### src/rtl/core/dvr_pkg.sv
// Shared types and constants for the distance-vector route table.
// Used by dvr_cell and distance_vector_route_table; depends on nothing.
`default_nettype none

package dvr_pkg;

  localparam int DVR_TABLE_ENTRIES = 8;
  localparam int DVR_NODE_ID_BITS  = 4;

  localparam int DIST_W   = 8;
  localparam int TTL_W    = 8;
  localparam int ACTION_W = 4;
  localparam int TOUCH_W  = 4;

  localparam logic [DIST_W-1:0]  DIST_MAX  = 8'hFF;
  localparam logic [DIST_W-1:0]  DIST_ONE  = 8'd1;
  localparam logic [TOUCH_W-1:0] TOUCH_MAX = 4'hF;

  typedef enum logic [1:0] {
    KIND_ADVERT    = 2'd0,
    KIND_LINK_DOWN = 2'd1,
    KIND_LINK_UP   = 2'd2,
    KIND_PACKET    = 2'd3
  } kind_t;

  localparam logic [ACTION_W-1:0] ACT_UPDATED   = 4'd0;
  localparam logic [ACTION_W-1:0] ACT_INSERTED  = 4'd1;
  localparam logic [ACTION_W-1:0] ACT_UNCHANGED = 4'd2;
  localparam logic [ACTION_W-1:0] ACT_FULL      = 4'd3;
  localparam logic [ACTION_W-1:0] ACT_DELIVER   = 4'd4;
  localparam logic [ACTION_W-1:0] ACT_FORWARD   = 4'd5;
  localparam logic [ACTION_W-1:0] ACT_NO_ROUTE  = 4'd6;
  localparam logic [ACTION_W-1:0] ACT_TTL_EXP   = 4'd7;
  localparam logic [ACTION_W-1:0] ACT_LINK_DONE = 4'd8;

  // Control flags of the record that walks the cell chain.
  typedef struct packed {
    logic  valid;
    logic  pass;        // 0 lookup pass, 1 write-back pass
    kind_t kind;
    logic  adv_ok;
    logic  found;       // destination matched in some cell
    logic  free_found;  // a free slot was seen
    logic  sok;         // route-valid mark of the matched slot
    logic  wr_put;      // write-back: store full route at idx
    logic  wr_poison;   // write-back: clear route-valid mark at idx
  } dvr_ctl_t;

endpackage

`default_nettype wire

### src/rtl/core/dvr_cell.sv
// One table slot of the route table plus one stage of the record chain.
// Depends on dvr_pkg.
`default_nettype none

module dvr_cell import dvr_pkg::*; #(
  parameter int NODE_ID_BITS = DVR_NODE_ID_BITS,
  parameter int IDX_W        = 3,
  parameter int CELL_IDX     = 0
) (
  input  wire logic                    clk,
  input  wire logic                    rst_n,
  input  wire dvr_ctl_t                ctl_i,
  input  wire logic [NODE_ID_BITS-1:0] peer_i,
  input  wire logic [NODE_ID_BITS-1:0] target_i,
  input  wire logic [DIST_W-1:0]       nd_i,
  input  wire logic [IDX_W-1:0]        idx_i,
  input  wire logic [IDX_W-1:0]        free_idx_i,
  input  wire logic [NODE_ID_BITS-1:0] hop_i,
  input  wire logic [DIST_W-1:0]       dist_i,
  input  wire logic [TOUCH_W-1:0]      touched_i,
  output dvr_ctl_t                     ctl_o,
  output logic [NODE_ID_BITS-1:0]      peer_o,
  output logic [NODE_ID_BITS-1:0]      target_o,
  output logic [DIST_W-1:0]            nd_o,
  output logic [IDX_W-1:0]             idx_o,
  output logic [IDX_W-1:0]             free_idx_o,
  output logic [NODE_ID_BITS-1:0]      hop_o,
  output logic [DIST_W-1:0]            dist_o,
  output logic [TOUCH_W-1:0]           touched_o
);

  localparam logic [IDX_W-1:0] MY_IDX = IDX_W'(CELL_IDX);

  // slot state
  logic                    used_r, used_nxt;
  logic                    ok_r, ok_nxt;
  logic [NODE_ID_BITS-1:0] dest_r, dest_nxt;
  logic [NODE_ID_BITS-1:0] hop_r, hop_nxt;
  logic [DIST_W-1:0]       dist_r, dist_nxt;

  // record stage
  dvr_ctl_t                ctl_r, ctl_nxt;
  logic [NODE_ID_BITS-1:0] peer_r, target_r, hop_out_r, hop_out_nxt;
  logic [DIST_W-1:0]       nd_r, dist_out_r, dist_out_nxt;
  logic [IDX_W-1:0]        idx_r, idx_nxt, free_r, free_nxt;
  logic [TOUCH_W-1:0]      touch_r, touch_nxt;

  logic hit_target;
  logic [TOUCH_W-1:0] touch_inc;

  assign hit_target = used_r && (dest_r == target_i);
  assign touch_inc  = (touched_i == TOUCH_MAX) ? TOUCH_MAX : touched_i + 1'b1;

  always_comb begin
    used_nxt     = used_r;
    ok_nxt       = ok_r;
    dest_nxt     = dest_r;
    hop_nxt      = hop_r;
    dist_nxt     = dist_r;
    ctl_nxt      = ctl_i;
    idx_nxt      = idx_i;
    free_nxt     = free_idx_i;
    hop_out_nxt  = hop_i;
    dist_out_nxt = dist_i;
    touch_nxt    = touched_i;
    if (ctl_i.valid && !ctl_i.pass) begin
      unique case (ctl_i.kind)
        KIND_ADVERT, KIND_PACKET: begin
          if (hit_target) begin
            ctl_nxt.found = 1'b1;
            ctl_nxt.sok   = ok_r;
            idx_nxt       = MY_IDX;
            hop_out_nxt   = hop_r;
            dist_out_nxt  = dist_r;
          end
          if (ctl_i.kind == KIND_ADVERT && !used_r && !ctl_i.free_found) begin
            ctl_nxt.free_found = 1'b1;
            free_nxt           = MY_IDX;
          end
        end
        KIND_LINK_DOWN: begin
          if (used_r && ok_r && hop_r == peer_i) begin
            ok_nxt    = 1'b0;
            touch_nxt = touch_inc;
          end
        end
        KIND_LINK_UP: begin
          if (used_r && dest_r == peer_i) begin
            hop_nxt   = peer_i;
            dist_nxt  = DIST_ONE;
            ok_nxt    = 1'b1;
            touch_nxt = touch_inc;
          end
        end
        default: begin
        end
      endcase
    end else if (ctl_i.valid && idx_i == MY_IDX) begin
      // write-back pass: store or poison the chosen slot
      if (ctl_i.wr_put) begin
        used_nxt = 1'b1;
        ok_nxt   = 1'b1;
        dest_nxt = target_i;
        hop_nxt  = peer_i;
        dist_nxt = nd_i;
      end else if (ctl_i.wr_poison) begin
        ok_nxt = 1'b0;
      end
    end
  end

  always_ff @(posedge clk) begin
    if (!rst_n) begin
      used_r <= 1'b0;
      ok_r   <= 1'b0;
      ctl_r  <= '0;
    end else begin
      used_r <= used_nxt;
      ok_r   <= ok_nxt;
      ctl_r  <= ctl_nxt;
    end
  end

  always_ff @(posedge clk) begin
    dest_r     <= dest_nxt;
    hop_r      <= hop_nxt;
    dist_r     <= dist_nxt;
    peer_r     <= peer_i;
    target_r   <= target_i;
    nd_r       <= nd_i;
    idx_r      <= idx_nxt;
    free_r     <= free_nxt;
    hop_out_r  <= hop_out_nxt;
    dist_out_r <= dist_out_nxt;
    touch_r    <= touch_nxt;
  end

  assign ctl_o      = ctl_r;
  assign peer_o     = peer_r;
  assign target_o   = target_r;
  assign nd_o       = nd_r;
  assign idx_o      = idx_r;
  assign free_idx_o = free_r;
  assign hop_o      = hop_out_r;
  assign dist_o     = dist_out_r;
  assign touched_o  = touch_r;

endmodule

`default_nettype wire

### src/rtl/core/distance_vector_route_table.sv
// Distance-vector route table: top level with the chain of slot cells.
// Busy blocks new items until the record has made both walks through the cell chain.
// Reset (rst_n low, synchronous): all slots free and invalid, own_id 0, chain empty.
// The result strobe lasts one cycle; the receiver cannot stall. Depends on dvr_pkg, dvr_cell.
`default_nettype none

module distance_vector_route_table import dvr_pkg::*; #(
  parameter int TABLE_ENTRIES = DVR_TABLE_ENTRIES,
  parameter int NODE_ID_BITS  = DVR_NODE_ID_BITS
) (
  input  wire logic                    clk,
  input  wire logic                    rst_n,
  // configuration
  input  wire logic                    cfg_we,
  input  wire logic [NODE_ID_BITS-1:0] cfg_wdata,
  // input channel
  input  wire logic                    start,
  output logic                         busy,
  input  wire logic [1:0]              in_kind,
  input  wire logic [NODE_ID_BITS-1:0] in_peer_id,
  input  wire logic [NODE_ID_BITS-1:0] in_target_id,
  input  wire logic [DIST_W-1:0]       in_adv_distance,
  input  wire logic                    in_adv_route_valid,
  input  wire logic [TTL_W-1:0]        in_packet_ttl,
  // result channel
  output logic                         out_valid,
  output logic [ACTION_W-1:0]          out_action,
  output logic [NODE_ID_BITS-1:0]      out_next_hop,
  output logic [TTL_W-1:0]             out_ttl_out,
  output logic [DIST_W-1:0]            out_route_distance,
  output logic [TOUCH_W-1:0]           out_entries_touched
);

  localparam int IDX_W = $clog2(TABLE_ENTRIES);
  localparam int LAST  = TABLE_ENTRIES - 1;

  // ---------------------------------------------------------------------------
  // Control registers
  // ---------------------------------------------------------------------------
  logic [NODE_ID_BITS-1:0] own_id_r;
  logic                    busy_r, busy_nxt;
  logic                    out_valid_r, out_valid_nxt;
  logic [TTL_W-1:0]        ttl_r;
  logic                    accept;

  assign accept = start && !busy_r;

  // ---------------------------------------------------------------------------
  // Record chain: head feeds cell 0, cell g drives stage g.
  // A record makes a lookup pass, loops back once as a write-back pass,
  // and leaves the last cell as a finished result.
  // ---------------------------------------------------------------------------
  dvr_ctl_t                head_ctl;
  logic [NODE_ID_BITS-1:0] head_peer, head_target, head_hop;
  logic [DIST_W-1:0]       head_nd, head_dist;
  logic [IDX_W-1:0]        head_idx, head_free;
  logic [TOUCH_W-1:0]      head_touch;

  dvr_ctl_t                st_ctl    [TABLE_ENTRIES];
  logic [NODE_ID_BITS-1:0] st_peer   [TABLE_ENTRIES];
  logic [NODE_ID_BITS-1:0] st_target [TABLE_ENTRIES];
  logic [NODE_ID_BITS-1:0] st_hop    [TABLE_ENTRIES];
  logic [DIST_W-1:0]       st_nd     [TABLE_ENTRIES];
  logic [DIST_W-1:0]       st_dist   [TABLE_ENTRIES];
  logic [IDX_W-1:0]        st_idx    [TABLE_ENTRIES];
  logic [IDX_W-1:0]        st_free   [TABLE_ENTRIES];
  logic [TOUCH_W-1:0]      st_touch  [TABLE_ENTRIES];
  logic [TABLE_ENTRIES-1:0] chain_vld;

  genvar g;
  generate
    for (g = 0; g < TABLE_ENTRIES; g++) begin : g_cell
      if (g == 0) begin : g_head
        dvr_cell #(
          .NODE_ID_BITS (NODE_ID_BITS),
          .IDX_W        (IDX_W),
          .CELL_IDX     (g)
        ) u_cell (
          .clk        (clk),
          .rst_n      (rst_n),
          .ctl_i      (head_ctl),
          .peer_i     (head_peer),
          .target_i   (head_target),
          .nd_i       (head_nd),
          .idx_i      (head_idx),
          .free_idx_i (head_free),
          .hop_i      (head_hop),
          .dist_i     (head_dist),
          .touched_i  (head_touch),
          .ctl_o      (st_ctl[g]),
          .peer_o     (st_peer[g]),
          .target_o   (st_target[g]),
          .nd_o       (st_nd[g]),
          .idx_o      (st_idx[g]),
          .free_idx_o (st_free[g]),
          .hop_o      (st_hop[g]),
          .dist_o     (st_dist[g]),
          .touched_o  (st_touch[g])
        );
      end else begin : g_body
        dvr_cell #(
          .NODE_ID_BITS (NODE_ID_BITS),
          .IDX_W        (IDX_W),
          .CELL_IDX     (g)
        ) u_cell (
          .clk        (clk),
          .rst_n      (rst_n),
          .ctl_i      (st_ctl[g-1]),
          .peer_i     (st_peer[g-1]),
          .target_i   (st_target[g-1]),
          .nd_i       (st_nd[g-1]),
          .idx_i      (st_idx[g-1]),
          .free_idx_i (st_free[g-1]),
          .hop_i      (st_hop[g-1]),
          .dist_i     (st_dist[g-1]),
          .touched_i  (st_touch[g-1]),
          .ctl_o      (st_ctl[g]),
          .peer_o     (st_peer[g]),
          .target_o   (st_target[g]),
          .nd_o       (st_nd[g]),
          .idx_o      (st_idx[g]),
          .free_idx_o (st_free[g]),
          .hop_o      (st_hop[g]),
          .dist_o     (st_dist[g]),
          .touched_o  (st_touch[g])
        );
      end
      assign chain_vld[g] = st_ctl[g].valid;
    end
  endgenerate

  // ---------------------------------------------------------------------------
  // Decision at the end of the lookup pass. Everything the cells gathered
  // is in the record leaving the last cell.
  // ---------------------------------------------------------------------------
  dvr_ctl_t                tail;
  logic                    tail_lookup, tail_done;
  logic                    tail_own;
  logic                    dec_put, dec_poison;
  logic [IDX_W-1:0]        dec_idx;
  logic [ACTION_W-1:0]     dec_action;
  logic [NODE_ID_BITS-1:0] dec_hop;
  logic [TTL_W-1:0]        dec_ttl;
  logic [DIST_W-1:0]       dec_dist;
  logic [TOUCH_W-1:0]      dec_touch;

  assign tail        = st_ctl[LAST];
  assign tail_lookup = tail.valid && !tail.pass;
  assign tail_done   = tail.valid && tail.pass;
  assign tail_own    = (st_target[LAST] == own_id_r);

  always_comb begin
    dec_put    = 1'b0;
    dec_poison = 1'b0;
    dec_idx    = tail.found ? st_idx[LAST] : st_free[LAST];
    dec_action = ACT_UNCHANGED;
    dec_hop    = '0;
    dec_ttl    = '0;
    dec_dist   = '0;
    dec_touch  = '0;
    unique case (tail.kind)
      KIND_ADVERT: begin
        // adverts for this node are ignored
        if (!tail_own) begin
          if (tail.found) begin
            dec_dist = st_dist[LAST];
            if (!tail.adv_ok) begin
              // an invalid advert only poisons a route through its sender
              if (st_hop[LAST] == st_peer[LAST]) begin
                dec_poison = 1'b1;
                dec_action = ACT_UPDATED;
              end
            end else if (st_hop[LAST] == st_peer[LAST] || !tail.sok ||
                         st_dist[LAST] > st_nd[LAST]) begin
              dec_put    = 1'b1;
              dec_dist   = st_nd[LAST];
              dec_action = ACT_UPDATED;
            end
          end else if (tail.adv_ok) begin
            if (tail.free_found) begin
              dec_put    = 1'b1;
              dec_dist   = st_nd[LAST];
              dec_action = ACT_INSERTED;
            end else begin
              dec_action = ACT_FULL;
            end
          end
        end
      end
      KIND_LINK_DOWN: begin
        dec_action = ACT_LINK_DONE;
        dec_touch  = st_touch[LAST];
      end
      KIND_LINK_UP: begin
        dec_action = ACT_LINK_DONE;
        dec_touch  = st_touch[LAST];
        if (st_touch[LAST] != '0) begin
          dec_dist = DIST_ONE;
        end
      end
      KIND_PACKET: begin
        if (tail_own) begin
          dec_action = ACT_DELIVER;
          dec_ttl    = (ttl_r == '0) ? '0 : ttl_r - 1'b1;
        end else if (!tail.found || !tail.sok) begin
          dec_action = ACT_NO_ROUTE;
        end else if (ttl_r == '0) begin
          dec_action = ACT_TTL_EXP;
        end else begin
          dec_action = ACT_FORWARD;
          dec_hop    = st_hop[LAST];
          dec_ttl    = ttl_r - 1'b1;
          dec_dist   = st_dist[LAST];
        end
      end
      default: begin
      end
    endcase
  end

  // ---------------------------------------------------------------------------
  // Head of the chain: a new transfer, or the looped-back record.
  // ---------------------------------------------------------------------------
  always_comb begin
    head_ctl    = '0;
    head_peer   = st_peer[LAST];
    head_target = st_target[LAST];
    head_nd     = st_nd[LAST];
    head_idx    = dec_idx;
    head_free   = st_free[LAST];
    head_hop    = st_hop[LAST];
    head_dist   = st_dist[LAST];
    head_touch  = st_touch[LAST];
    if (accept) begin
      head_ctl.valid  = 1'b1;
      head_ctl.kind   = kind_t'(in_kind);
      head_ctl.adv_ok = in_adv_route_valid;
      head_peer       = in_peer_id;
      head_target     = in_target_id;
      // saturate the advertised distance plus one hop
      head_nd         = (in_adv_distance == DIST_MAX) ? DIST_MAX : in_adv_distance + 1'b1;
      head_idx        = '0;
      head_free       = '0;
      head_hop        = '0;
      head_dist       = '0;
      head_touch      = '0;
    end else if (tail_lookup) begin
      // loop back for the write-back pass with the chosen slot in idx
      head_ctl           = tail;
      head_ctl.pass      = 1'b1;
      head_ctl.wr_put    = dec_put;
      head_ctl.wr_poison = dec_poison;
    end
  end

  // ---------------------------------------------------------------------------
  // Result holding registers: captured at loopback, shown with the strobe.
  // ---------------------------------------------------------------------------
  logic [ACTION_W-1:0]     res_action_r;
  logic [NODE_ID_BITS-1:0] res_hop_r;
  logic [TTL_W-1:0]        res_ttl_r;
  logic [DIST_W-1:0]       res_dist_r;
  logic [TOUCH_W-1:0]      res_touch_r;

  always_comb begin
    busy_nxt = busy_r;
    if (accept) begin
      busy_nxt = 1'b1;
    end else if (tail_done) begin
      busy_nxt = 1'b0;
    end
    out_valid_nxt = tail_done;
  end

  always_ff @(posedge clk) begin
    if (!rst_n) begin
      own_id_r    <= '0;
      busy_r      <= 1'b0;
      out_valid_r <= 1'b0;
    end else begin
      if (cfg_we) begin
        own_id_r <= cfg_wdata;
      end
      busy_r      <= busy_nxt;
      out_valid_r <= out_valid_nxt;
    end
  end

  always_ff @(posedge clk) begin
    if (accept) begin
      ttl_r <= in_packet_ttl;
    end
    if (tail_lookup) begin
      res_action_r <= dec_action;
      res_hop_r    <= dec_hop;
      res_ttl_r    <= dec_ttl;
      res_dist_r   <= dec_dist;
      res_touch_r  <= dec_touch;
    end
  end

  assign busy                = busy_r;
  assign out_valid           = out_valid_r;
  assign out_action          = res_action_r;
  assign out_next_hop        = res_hop_r;
  assign out_ttl_out         = res_ttl_r;
  assign out_route_distance  = res_dist_r;
  assign out_entries_touched = res_touch_r;

  // ---------------------------------------------------------------------------
  // Assertions
  // ---------------------------------------------------------------------------
  a_one_record : assert property (@(posedge clk) disable iff (!rst_n)
    $countones(chain_vld) <= 1)
    else $error("more than one record in the cell chain");

  a_busy_after_accept : assert property (@(posedge clk) disable iff (!rst_n)
    (start && !busy) |=> busy)
    else $error("transfer taken but block not busy");

  a_strobe_ends_busy : assert property (@(posedge clk) disable iff (!rst_n)
    out_valid |-> (!busy && $past(busy)))
    else $error("result strobe without a finished item");

  a_strobe_single : assert property (@(posedge clk) disable iff (!rst_n)
    out_valid |=> !out_valid)
    else $error("result strobe longer than one cycle");

endmodule

`default_nettype wire

### config.mk
export PLATFORM = sky130hd
export DESIGN_NAME = distance_vector_route_table
export DESIGN_NICKNAME = d
export VERILOG_FILES = /design/src/rtl/core/dvr_pkg.sv /design/src/rtl/core/dvr_cell.sv /design/src/rtl/core/distance_vector_route_table.sv
export SDC_FILE = /design/constraint.sdc
export NUM_CORES = 1
export LEC_CHECK = 0
export ABC_CLOCK_PERIOD_IN_PS = 6300
export BUFFER_PORTS_ARGS = -buffer_cell sky130_fd_sc_hd__buf_4
export CORE_AREA = 2 2 205 207
export CTS_BUF_LIST = sky130_fd_sc_hd__clkbuf_8
export CTS_CLUSTER_DIAMETER = 200
export DETAILED_ROUTE_END_ITERATION = 8
export DIE_AREA = 0 0 207 209
export PLACE_DENSITY = 0.66
export SLEW_MARGIN = 20
export SYNTH_ARGS = -nofsm -noshare
export SYNTH_HDL_FRONTEND = slang
export SYNTH_SLANG_ARGS = --single-unit
export TNS_END_PERCENT = 50
### constraint.sdc
create_clock -name clk -period 6.3 [get_ports clk]
set_clock_uncertainty 0.05 [all_clocks]
set_input_delay 1.26 -clock clk [delete_from_list [all_inputs] [get_ports clk]]
set_output_delay 1.26 -clock clk [all_outputs]
set_load 0.05 [all_outputs]
# == Word-level counts from Yosys, hierarchy flattened ==
# Cells that the tools add are included.
# totals
register_bits,568
output_inout_bits,30
# classes
n_addsub,10
magnitude_cmp,1
n_eq_ne,109
muxes,366
bitwise,9
reduce_logical,169
# ops
cell,n
two-way mux 8 bit,79
two-way mux 4 bit,103
two-way mux 3 bit,68
== test 4 bit,26
two-way mux 1 bit,89
inequality test 3 bit (second input constant),24
logical AND 1 bit,67
one-hot mux 4 bit (2 select lines),8
AND reduction 5 bit,8
== test 2 bit (second input constant),18
nonzero test 2 bit,17
adder 4 x 1 -> 4 bit (second input constant),8
== test 4 bit (second input constant),8
inequality test 2 bit (second input constant),16
AND reduction 4 bit,8
logical NOT 1 bit,28
one-hot mux 8 bit (3 select lines),1
AND reduction 3 bit,8
nonzero test 3 bit,8
== test 2 x 1 -> 1 bit (second input constant),9
logical NOT 2 bit,9
OR reduction 2 bit,9
one-hot mux 1 bit (2 select lines),8
two-way mux 2 bit,7
16 further kinds,30

# == Logic depth before layout (Yosys ltp) ==
# depth
depth_word,16
mapped_depth,11
mapped_depth_nobuf,10

# == By module ==
# From an unflattened synthesis, not the netlist that was laid out.
# hier_totals
cells_unflattened,1715
area_unflattened_um2,21429.3
# by_module_without_submodules
mod,instances,cells_each,area_each_um2
dvr_cell at g_cell[3].g_body.u_cell ...,3,178,2338.5
dvr_cell at g_cell[1].g_body.u_cell ...,2,178,2324.7
distance_vector_route_table,1,288,2800.2
dvr_cell at g_cell[0].g_head.u_cell,1,180,2346.0
dvr_cell at g_cell[2].g_body.u_cell,1,180,2338.5
dvr_cell at g_cell[7].g_body.u_cell,1,177,2279.7

# == Least setup slack after synthesis ==
# No wires, ideal clock.
# synth_timing
path_kind,input to register
start,input port start
end,register g_cell[0].g_head.u_cell.dist_r[0] (enable)
arrival_ps,3183
t_required_ps,5863
setup_slack_ps,2680
cell_stages,7
n_path_buf,1
path_cell_list,nand2b_4 -> inv_2 -> buf_6 -> nor2_1 -> nand3_1 -> nor3_1 -> a2bb2oi_1
# synth_between
elab_chain_cells,6
# synth_lines
item,line,source
from (decl),distance_vector_route_table.sv:17,"input wire logic start,"
logical AND 1 bit *,distance_vector_route_table.sv:46,assign accept = start && !busy_r;
"two-way mux 4 bit, or another cell as far along",distance_vector_route_table.sv:234,if (accept) begin
"== test 4 bit, or another cell as far along",dvr_cell.sv:88,if (used_r && dest_r == peer_i) begin
"logical AND 1 bit, on equally long branches","dvr_cell.sv:88, dvr_cell.sv:66, dvr_cell.sv:98",
inequality test 2 bit (no line) or nonzero test 2 bit (tied branches),-,
AND reduction 4 bit (no line) *,-,
to (signal assigned),dvr_cell.sv:127,dist_r <= dist_nxt;
to (decl),dvr_cell.sv:39,"logic [DIST_W-1:0] dist_r, dist_nxt;"
# Mark *: on every way between the ends. The rest lies on a longest branch, timed or not.
# A chain may end at the register's enable or synchronous reset.

# == Worst setup path in the final report ==
# layout_timing
start,input port start
end,"register g_cell[0].g_head.u_cell.ctl_r, in the netlist g_cell[0].g_head.u_cell.ctl_o[2]"
# layout_between
elab_chain_cells,7
# layout_lines
item,line,source
logical AND 1 bit *,distance_vector_route_table.sv:46,
two-way mux 4 bit,distance_vector_route_table.sv:234,
== test 4 bit,dvr_cell.sv:51,assign hit_target = used_r && (dest_r == target_i);
logical AND 1 bit,dvr_cell.sv:51,
two-way mux 1 bit,dvr_cell.sv:69,if (hit_target) begin
two-way mux 3 bit,dvr_cell.sv:67,unique case (ctl_i.kind)
two-way mux 3 bit *,dvr_cell.sv:66,if (ctl_i.valid && !ctl_i.pass) begin
to (signal assigned),dvr_cell.sv:120,ctl_r <= ctl_nxt;
to (decl),dvr_cell.sv:42,"dvr_ctl_t ctl_r, ctl_nxt;"
# Marks and branches as above.

==> report_table.html <==
<table>
<tr><th>Metric</th><th>Value</th></tr>
<tr><th colspan="2">STA</th></tr>
<tr><td>Setup TNS</td><td>0 ns</td></tr>
<tr><td>Worst Setup Slack, final</td><td>~2.4 ns</td></tr>
<tr><td>Max-Slew Margin vs Limit</td><td>0.267</td></tr>
<tr><td>RSZ-0062 raised after global routing</td><td>false</td></tr>
<tr><td>Final Setup Violations</td><td>0</td></tr>
<tr><td>Final Hold Violating Endpoints</td><td>0</td></tr>
<tr><td>Final period utilization</td><td>0.612</td></tr>
<tr><td>Post-layout minimum cycle time</td><td>between 3 and 4 ns</td></tr>
<tr><td>Pin slew with the least headroom to its limit</td><td>around 1.1 ns</td></tr>
<tr><td>Max Slew Vio Count</td><td>0</td></tr>
<tr><td>Maximum clock frequency</td><td>roughly 260 MHz</td></tr>
<tr><th colspan="2">Worst setup path</th></tr>
<tr><td>Worst Setup Path Type</td><td>input port to flip-flop</td></tr>
<tr><td>Endpoint kind of the worst setup timing path</td><td>flip-flop</td></tr>
<tr><td>Critical path startpoint category</td><td>input port</td></tr>
<tr><td>Data arrival at the endpoint of the critical path</td><td>4.38 ns</td></tr>
<tr><td>Startpoint of the lowest-slack register-to-register path</td><td>busy$_SDFFE_PN0P_</td></tr>
<tr><td>Worst Path Max Fanout</td><td>31</td></tr>
<tr><td>Required time of the critical path</td><td>between 6 and 7 ns</td></tr>
<tr><td>Launching instance or port of the critical path</td><td>start</td></tr>
<tr><th colspan="2">Placed design</th></tr>
<tr><td>Standard cell area after detailed placement</td><td>21500 um2</td></tr>
<tr><td>Port buffer count</td><td>64</td></tr>
<tr><td>DP Wirelength</td><td>roughly 33000 um</td></tr>
<tr><td>Worst slack, placed</td><td>1.83 ns</td></tr>
<tr><td>Routability congestion estimate</td><td>a little under 0.9</td></tr>
<tr><th colspan="2">Floorplanning</th></tr>
<tr><td>Area inside the core boundary</td><td>about 41000 um2</td></tr>
<tr><td>Y dimension of the die</td><td>~210 um</td></tr>
<tr><td>Effective utilization at floorplan</td><td>0.493</td></tr>
<tr><td>IO Pins</td><td>65</td></tr>
<tr><td>Row count</td><td>75</td></tr>
<tr><td>Die X-Extent</td><td>approximately 210 um</td></tr>
<tr><td>Floorplan die area</td><td>between 40000 and 50000 um2</td></tr>
<tr><th colspan="2">Cells and area</th></tr>
<tr><td>Share of cells above drive strength 1</td><td>0.172</td></tr>
<tr><td>Summed area of non-filler cells in the final layout</td><td>about 23000 um2</td></tr>
<tr><td>Synth-to-Final Area Change</td><td>14.4%</td></tr>
<tr><td>Final core area utilization</td><td>0.565</td></tr>
<tr><td>Number of filler cells placed in the layout</td><td>approximately 3400</td></tr>
<tr><td>Layout net count</td><td>around 1900</td></tr>
<tr><td>Ant diodes</td><td>0</td></tr>
<tr><th colspan="2">Hold path</th></tr>
<tr><td>Start point of the worst hold path</td><td>g_cell[6].g_body.u_cell.nd_o[6]$_DFF_P_</td></tr>
<tr><td>Hold Crit Class</td><td>flip-flop to flip-flop</td></tr>
<tr><th colspan="2">Power and ir drop</th></tr>
<tr><td>Worst VDD drop</td><td>roughly 0.15 mV</td></tr>
<tr><td>Standby leakage power</td><td>between 9 and 10 nW</td></tr>
<tr><td>PD cells</td><td>around 320 nW/um2</td></tr>
<tr><th colspan="2">Detailed routing</th></tr>
<tr><td>Detailed-routing iteration count for the pre-antenna-repair pass</td><td>5</td></tr>
<tr><td>Number of design-rule violations left by the first detailed-router iteration</td><td>963</td></tr>
<tr><td>Vias per std cell</td><td>5.22</td></tr>
<tr><td>Number of remaining DRC errors</td><td>0</td></tr>
<tr><td>Final routed wirelength across all metal layers</td><td>between 40000 and 50000 um</td></tr>
<tr><td>Count of nets left with antenna violations after detail routing</td><td>0</td></tr>
<tr><td>Via count</td><td>12500</td></tr>
<tr><td>Drt wl/cell</td><td>around 20 um</td></tr>
<tr><th colspan="2">Synth</th></tr>
<tr><td>Most numerous cell in the Yosys netlist</td><td>dfxtp_1</td></tr>
<tr><td>Top cells by instance count after synthesis</td><td>404 x dfxtp_1, 164 x edfxtp_1, 119 x and2_1</td></tr>
<tr><td>Number of warning messages in the yosys log</td><td>0</td></tr>
<tr><td>Number of register bits inferred by synthesis</td><td>about 570</td></tr>
<tr><td>Post-synthesis instance total</td><td>roughly 1600</td></tr>
<tr><td>Post-synthesis async set-or-reset flop share</td><td>0</td></tr>
<tr><td>Synthesized area</td><td>~20000 um2</td></tr>
<tr><td>Largest area contributor in the synthesized netlist</td><td>dfxtp_1</td></tr>
<tr><td>Net Count, Synth</td><td>about 1700</td></tr>
<tr><td>Share of synthesized area occupied by flip-flops and latches</td><td>0.639</td></tr>
<tr><td>Number of enable flip-flop cells after synthesis</td><td>about 160</td></tr>
<tr><td>Largest cells by area after synthesis</td><td>dfxtp_1 40%, edfxtp_1 24%, mux2_2 4.8%, and2_1 3.7%, xor2_1 3.2%</td></tr>
<tr><td>Netlist cell types</td><td>60</td></tr>
<tr><td>Post-synth top area share</td><td>0.397</td></tr>
<tr><td>Avg Synthesized Cell Area</td><td>between 10 and 15 um2</td></tr>
<tr><td>Synth Flop Type</td><td>dfxtp_1</td></tr>
<tr><th colspan="2">CTS</th></tr>
<tr><td>Root buffer selected by CTS</td><td>clkbuf_8</td></tr>
<tr><td>PostCTS Resize Cnt</td><td>0</td></tr>
<tr><td>CTS Hold Bufs</td><td>0</td></tr>
<tr><td>Clock tree from TritonCTS</td><td>built</td></tr>
<tr><td>Clock latency on the worst-skew pair</td><td>between 0.6 and 0.7 ns</td></tr>
<tr><td>Clock transition at path regs</td><td>about 0.070 ns</td></tr>
<tr><td>Clock Sink Count</td><td>568</td></tr>
<tr><td>Number of buffers created by CTS</td><td>between 80 and 90</td></tr>
<tr><td>Post-CTS setup-driven buffer insertion count</td><td>0</td></tr>
<tr><td>Depth of the CTS H-tree</td><td>3</td></tr>
<tr><td>Clock Path Buffers</td><td>3</td></tr>
<tr><th colspan="2">GRT</th></tr>
<tr><td>First-pass GRT wire length</td><td>slightly above 70000 um</td></tr>
<tr><td>Via count of the first global-routing pass</td><td>roughly 13000</td></tr>
<tr><td>Aggregate global routing overflow</td><td>0</td></tr>
<tr><td>Pin count of the biggest net entering global routing</td><td>57</td></tr>
<tr><td>Antenna violations before repair</td><td>1</td></tr>
<tr><td>Combined global-route utilization of all metal layers</td><td>0.216</td></tr>
<tr><th colspan="2">Flow run</th></tr>
<tr><td>Max-cap violations</td><td>0</td></tr>
<tr><th colspan="2">Status</th></tr>
<tr><td>Outcome</td><td>completed</td></tr>
</table>
worst max-delay path: stages:
cell	delay, ns
buf_4	0.12
nand2b_4	0.29
inv_2	0.18
nor2_1	0.45
a22oi_1	0.24
ha_1	0.42
nand4b_1	0.25
nor4_4	0.85
a22oi_1	0.16
nor2_1	0.13
flip-flops by register name (all words and copies together), names as in the netlist, 10 cells and up:
signal / cells
g_cell.g_body.u_cell.ctl_o: 68
g_cell.g_body.u_cell.dest_r: 28
g_cell.g_body.u_cell.dist_o: 56
g_cell.g_body.u_cell.dist_r: 56
g_cell.g_body.u_cell.free_idx_o: 21
g_cell.g_body.u_cell.hop_o: 28
g_cell.g_body.u_cell.hop_r: 28
g_cell.g_body.u_cell.idx_o: 21
g_cell.g_body.u_cell.nd_o: 56
g_cell.g_body.u_cell.peer_o: 28
g_cell.g_body.u_cell.target_o: 28
g_cell.g_body.u_cell.touched_o: 28
g_cell.g_head.u_cell.ctl_o: 10
final cells by class:
type,instances,area [um2],share of cell area
Clock inverter,54,340,0.0146
Multi-Input combinational cell,997,7040,0.302
Sequential cell,568,13000,0.558
Inverter,45,169,0.00725
Timing Repair Buffer,76,571,0.0245
Tap cell,539,674,0.0289
Clock buffer,109,1500,0.0644
cells in the final DEF, fill, tap and decap left out, drive strengths merged, types with 19 or more instances in the layout:
cell type | synthesis | routed
edfxtp | 164 | 164
mux2 | 88 | 88
xnor2 | 36 | 36
nand2 | 78 | 78
buf | 4 | 76
xor2 | 74 | 74
nand2b | 40 | 40
clkinv | 1 | 21
nor2 | 116 | 116
dfxtp | 404 | 404
nand3 | 43 | 43
a21oi | 40 | 40
nand4 | 19 | 19
mux2i | 27 | 27
a22o | 32 | 32
ha | 47 | 47
nor2b | 28 | 28
clkbuf | 35 | 109
and2 | 119 | 119
o21ai | 44 | 44
inv | 44 | 73
worst paths after layout:
kind / endpoint / slack [ns] / cells after the start
setup / recovery: g_cell[0].g_head.u_cell.ctl_o[2]$_SDFF_PN0_ / 2.44 / 10
hold / removal: g_cell[7].g_body.u_cell.nd_o[6]$_DFF_P_ / 0.29 / 0
setup reg to reg: g_cell[0].g_head.u_cell.ctl_o[2]$_SDFF_PN0_ / 2.71 / 9
hold reg to reg: g_cell[7].g_body.u_cell.nd_o[6]$_DFF_P_ / 0.29 / 0
layer usage:
| layer | routed length (um) | global-route usage |
|---|---|---|
| met4 | 1120 | 0.0695 |
| met1 | 21500 | 0.294 |
| met5 | 0 | 0 |
| met2 | 21300 | 0.346 |
| met3 | 2650 | 0.0470 |
per-stage QoR:
step / instances / power, mW / hold slack, ns
2_1_floorplan: 1649 / 4.35 / 0.273
4_1_cts: 2388 / 7.65 / 0.293
6_report: 2388 / 7.57 / 0.292
5_1_grt: 2388 / 7.87 / 0.293
3_5_place_dp: 2225 / 4.51 / 0.279
3_3_place_gp: 2225 / 4.51 / 0.279
logic make-up (layout without fill, tap and decap cells):
| logic type | after synthesis | in the layout | synth area share |
|---|---|---|---|
| buf+inv | 84 | 284 | 0.0159 |
| mux | 115 | 115 | 0.0621 |
| xor+xnor | 110 | 110 | 0.0473 |
| compound gates | 203 | 203 | 0.0691 |
| flops | 568 | 568 | 0.639 |
| fa+ha+maj | 47 | 47 | 0.0289 |
| simple gates | 522 | 522 | 0.138 |
power breakdown:
part           internal [mW]  total [mW]  leakage, nW  switching (mW)
Sequential              3.96        4.12         4.83           0.166
Clock                   1.73        3.13         1.07            1.40
Combinational          0.154       0.315         3.48           0.161
(Power assumes the default switching activity.)
